==> config.mk <==
export PLATFORM = sky130hd
export DESIGN_NAME = dtc_sample_mem
export DESIGN_NICKNAME = d
export VERILOG_FILES = /design/src/rtl/decision_tree_classify_assert.svh /design/src/rtl/dtc_pkg.sv /design/src/rtl/dtc_sample_mem.sv
export SDC_FILE = /design/constraint.sdc
export NUM_CORES = 2
export LEC_CHECK = 0
export BUFFER_PORTS_ARGS = -buffer_cell sky130_fd_sc_hd__buf_2
export CAP_MARGIN = 10
export CORE_MARGIN = 3
export CORE_UTILIZATION = 44
export DETAILED_ROUTE_END_ITERATION = 12
export HOLD_SLACK_MARGIN = 0.05
export PLACE_DENSITY = 0.6
export SKIP_LAST_GASP = 1
export SLEW_MARGIN = 20
export SYNTH_ARGS = -nofsm -noshare
export SYNTH_HDL_FRONTEND = slang
export SYNTH_SLANG_ARGS = --single-unit
==> constraint.sdc <==
create_clock -name clk -period 3.8 [get_ports clk]
set_input_delay 0.76 -clock clk [delete_from_list [all_inputs] [get_ports clk]]
set_output_delay 0.76 -clock clk [all_outputs]
set_load 0.02 [all_outputs]
==> src/rtl/decision_tree_classify_assert.svh <==
// Assertion macros shared by the classification tree RTL.
// Depends on nothing; included by files that carry concurrent checks.
`ifndef DECISION_TREE_CLASSIFY_ASSERT_SVH
`define DECISION_TREE_CLASSIFY_ASSERT_SVH

// Implication checked on every rising clock edge outside reset.
`define DTC_ASSERT_IMP(label, clk, rst_n, ante, cons, msg) \
    label: assert property (@(posedge clk) disable iff (!rst_n) (ante) |-> (cons)) \
        else $error(msg);

// Next-cycle implication checked outside reset.
`define DTC_ASSERT_NEXT(label, clk, rst_n, ante, cons, msg) \
    label: assert property (@(posedge clk) disable iff (!rst_n) (ante) |=> (cons)) \
        else $error(msg);

`endif

==> src/rtl/dtc_pkg.sv <==
// Shared types and constants for the classification tree block.
// Depends on nothing; used by every module in rtl.
package dtc_pkg;

    localparam int NODE_BITS  = 10;
    localparam int NODES      = 1024;
    localparam int VAR_BITS   = 6;
    localparam int FEATURES   = 64;
    localparam int CAT_BITS   = 5;
    localparam int MAX_CATS   = 32;
    localparam int CLASS_BITS = 8;
    localparam int STEP_BITS  = 10;
    localparam logic [STEP_BITS-1:0] MAX_STEPS = 10'd1000;

    localparam logic [1:0] OP_NODE  = 2'd0;
    localparam logic [1:0] OP_CATB  = 2'd1;
    localparam logic [1:0] OP_CATN  = 2'd2;
    localparam logic [1:0] OP_FEAT  = 2'd3;

    localparam logic [1:0] ST_TERMINAL = 2'd0;
    localparam logic [1:0] ST_SPLIT    = 2'd1;
    localparam logic [1:0] ST_UNSPLIT  = 2'd2;
    localparam logic [1:0] ST_INVALID  = 2'd3;

    localparam logic CFG_FEATURE_COUNT  = 1'b0;
    localparam logic CFG_USE_CATEGORIES = 1'b1;

    // One node entry as stored in the node memory.
    typedef struct packed {
        logic [NODE_BITS-1:0]  left;
        logic [NODE_BITS-1:0]  right;
        logic [VAR_BITS-1:0]   var_sel;
        logic signed [31:0]    thresh;
        logic [1:0]            status;
        logic [CLASS_BITS-1:0] cls;
        logic [MAX_CATS-1:0]   cat_bits;
    } node_t;

    typedef enum logic [2:0] {
        S_IDLE,
        S_ROOT,
        S_FEAT,
        S_NODE,
        S_OUT
    } state_t;

    // Write request into the node memory.
    typedef struct packed {
        logic                 node_we;
        logic                 bit_we;
        logic [NODE_BITS-1:0] addr;
        logic [CAT_BITS-1:0]  bit_sel;
        logic                 bit_val;
    } node_wr_t;

endpackage

==> src/rtl/dtc_sample_mem.sv <==
// Sample row memory holding the current sample's Q16.16 features.
// Depends on dtc_pkg.
module dtc_sample_mem (
    input  logic                         clk,
    input  logic                         we,
    input  logic [dtc_pkg::VAR_BITS-1:0] waddr,
    input  logic signed [31:0]           wdata,
    input  logic [dtc_pkg::VAR_BITS-1:0] raddr,
    output logic signed [31:0]           rdata
);
    logic signed [31:0] mem [dtc_pkg::FEATURES];
    logic signed [31:0] rdata_reg;

    always_ff @(posedge clk)
    begin
        if (we)
        begin
            mem[waddr] <= wdata;
        end
        rdata_reg <= mem[raddr];
    end

    assign rdata = rdata_reg;
endmodule

**Word-level counts from Yosys, hierarchy flattened**

Memory sizes are Yosys's and may differ from the RTL's. A register that Yosys moved wholly into a read port is not among the register bits.
Cells that the tools add are included.

- Memories: 1
- Output and inout bits: 32
- Bits in latches: 0
- Bits in read-only memories: 0
- Flip-flop bits (word level): 0
- Memory bits (writable): 2,048
- Word-level logic and storage cells: 3
- Bits of input ports: 46

Memories:

| name | words | bits a word | read ports | clocked after Yosys merged registers in | write ports | line | source |
|---|---|---|---|---|---|---|---|
| mem | 64 | 32 | 1 | 1 | 1 | dtc_sample_mem.sv:11 | `logic signed [31:0] mem [dtc_pkg::FEATURES];` |

- Muxes and demuxes: 2
- Reduce and logical (&&, ||, !) cells: 0
- Shift-type cells: 0
- Equality and inequality tests: 0
- Bitwise operators: 0
- Add/subtract/negate cells: 0
- $lt $le $gt $ge: 0
- Multiply operators: 0
- Divide/modulo/power cells: 0

Operators with widths:

| kind | count |
|---|---|
| $mux W1 | 2 |

**Logic depth before layout (Yosys ltp)**

- Depth after elaboration: 2
- Gate-level depth with buffers: 10
- Mapped depth without buffers: 5

**Least setup slack after synthesis**

Ideal clock, no wire load.

- Path kind: input port to flip-flop
- From: input port waddr[3] (netlist name)
- To: memory mem[48][0], enable pin
- Data required time: 3.339 ns
- Cell stages on the path: 4
- Library setup time: 0.461 ns
- Data arrival time: 3.459 ns
- Buffers on the path: 1
- Path slack: -0.120 ns
- Path through: clkbuf_1 nor2b_1 nand4b_1 nor3_1

RTL lines:

| item | line | source |
|---|---|---|
| start, declared | dtc_sample_mem.sv:6 | `input logic [dtc_pkg::VAR_BITS-1:0] waddr,` |
| end, declared | dtc_sample_mem.sv:11 |  |

Straight into the memory's write port.

==> out/qor.yml <==
drive_above_1_share_pct: 31.8
worstSetupPathType: "in2reg"
clock-root-buffer: "clkbuf_16"
grtUsageTotal_pct: 22.5
min_from: "wdata[18]"
dr_total_vias: 37380
num_rows: 154
holdPathEnd: "mem[22][18]"
p_sw_share_pct: 21.2
r2r_setup_slack_ps: 1580
setup_ws_ps: 949
initial_utilization_pct: 44.4
whs_path_depth: 1
yosysTopAreaCellShare_pct: 78.3
power_frac_seq_pct: 53.5
cts_sinks: 2080
cts_resized: 0
die_w_um: 428
p_switching_uw: 10100
cts.clk_slew.worst_paths_ps: 60
core_um2: 177000
ant_nets: 0
grt-ovfl-total: 0
cp.arrival_ps: 3510
post-place-cells: 5800
p_comb_share_pct: 5.3
pre_cts_ws_ps: 35.5
r2r_cells: 4
ctsHoldBuffers: 0
grt_pass1_vias: 37956
startpoint_type: "input pin"
syn2layout_area_growth_pct: 15.6
maxCapViolations: 0
ios: 78
setup_viol: 0
mappedNetlistArea_um2: 78500
p_int_uw: 37600
finalCriticalPeriod_ps: 2850
worst_slew_pin_slew_ps: 1110
largest_reg_flops: 2048
end_kind: "register"
rsz0062_at_grt: "no"
synth_cell_types: 34
powerDensity_nw_per_um2: 526
grt_antenna_before_repair: 14
cts_buffers: 205
synth_area_leader_cell: "edfxtp_1"
finalSetupTns_ps: 0
vias_per_cell: 6.05
cts_setup_buffers: 0
hold_class: "in2reg"
fmax_mhz: 351
clock_path_buffers: 3
worstReg2RegStart: "mem[38][14]"
crit_required_ps: 4450
grt_pass1_wl_um: 292000
clock_latency_ps: 840
power_leakage_uw: 0.0284
synth_edf_count: 2048
status: "complete, no violations"
synth_warnings: 0
wire_per_inst_um: 33.3
die_y_um: 428
ys_seq_area_share_pct: 79.1
place.gp.congestion: 0.792
synthesis.nets: 3370
ys.flop_type: "edfxtp_1"
cts_max_level: 4
hold_viol_final: 0
fin_nets: 3714
cts_tree: "yes"
syn_inst: 3324
worst-path-max-fanout: 38
io_buffers: 77
grt_max_degree: 65
first_pass_iters: 5
rr_endpoint: "rdata[14]"
skew_ps: 39.9
stdcell_count: 6183
period_share_pct: 75.0
clkPwrFrac_pct: 41.2
slew_headroom_pct: 26.3
wl_um: 206000
drt-initial-drc-count: 4531
drc: 0
irDropWorstVdd_mv: 0.493
avgSynthCellArea_um2: 23.6
die-area_um2: 184000
synth_seq_cells: 2080
synth.area.top_cells: "edfxtp_1, mux4_2, mux2i_1, dfxtp_1, o22ai_1"
place_hpwl_um: 118000
synthArstFlopShare_pct: 0
maxSlewViolCount: 0
[per-layer routing]
layer | vias up | routed length, µm | GRT usage [%]
met5 | - | 32 | 0
met4 | 6 | 5470 | 6.27
met3 | 264 | 14700 | 3.58
met2 | 1521 | 99800 | 36.0
met1 | 20594 | 85700 | 32.4
li1 | 14995 | - | -
[placed cells by master, fill, tap and decap left out, drive strengths merged, types with 5 or more instances in the layout]
master  netlist  routed
nand2b        8       8
buf         108     319
o221ai       27      27
bufinv        0      14
nor3          7       7
or3b          5       5
mux4        544     544
mux2i        93      93
a21oi        62      62
diode         0       6
a311oi        8       8
o22ai        84      84
nand2        26      26
nand3         5       5
edfxtp     2048    2048
nand3b        5       5
nor2b        15      15
nor2        137     137
clkinv        0      76
dfxtp        32      32
a22oi        12      12
clkbuf       74     280
[cells by family (layout without fill, tap and decap cells)]
family	count (synthesis)	after routing	synth area share, %
and+or+nand+nor	223	223	1.27
AOI/OAI and AO/OA	202	202	1.67
DFF	2080	2080	79.1
other	0	6	0
muxes	637	637	16.8
buffers and inverters	182	695	1.13
[worst max path at each step]
stage | startpoint | end | slack, ps | depth (start not counted)
after floorplan | waddr[5] | mem[39][0] | 390 | 4
after global placement | raddr[1] | rdata[19] | 50 | 8
after detailed placement | raddr[1] | rdata[19] | 40 | 8
after CTS | raddr[1] | rdata[19] | 940 | 8
after global routing | raddr[0] | rdata[14] | 940 | 7
final | raddr[1] | rdata[19] | 950 | 8
[Yosys cell counts (12+ instances only)]
cell and count:
buf_4 25, nand2_1 26, mux4_2 544, mux2i_1 93, clkbuf_1 74, a21oi_1 62, o221ai_1 27, dfxtp_1 32
buf_2 57, nor2_1 137, nor2b_1 15, buf_1 21, a22oi_1 12, o22ai_1 84, edfxtp_1 2048
[power by group through the flow]
| stage | Combinational [µW] | Sequential [µW] | Clock (µW) |
|---|---|---|---|
| after floorplan | 1240 | 26000 | 0 |
| after global placement | 2530 | 26000 | 0 |
| after detailed placement | 2560 | 26000 | 0 |
| after CTS | 2560 | 25500 | 20000 |
| after global routing | 2670 | 25500 | 20900 |
| final | 2530 | 25500 | 19700 |
[area by class of cell]
type                            count  area [µm²]
Multi-Input combinational cell   1062       16000
Antenna cell                        6        15.0
Timing Repair Buffer              319        3160
Clock inverter                     96         946
Tap cell                         2340        2930
Clock buffer                      280        5580
Sequential cell                  2080       62100
Fill cell                       13620       85900
[critical path, cell delays in order]
cell and delay, ps:
buf_8 390, buf_12 260, buf_12 230, buf_4 230, mux4_2 340, mux4_2 540
o22ai_1 400, nor2_1 240
[per-stage QoR]
stage	total power, µW	instance area, µm²	hold slack [ps]	util (%)
CTS	48100	90700	368	51.3
global placement	28500	84200	760	47.6
floorplan	27200	78500	663	-
global route	49100	90700	338	51.4
finish	47700	90800	388	51.4
detailed placement	28600	84200	755	47.6
(Power assumes the default switching activity.)
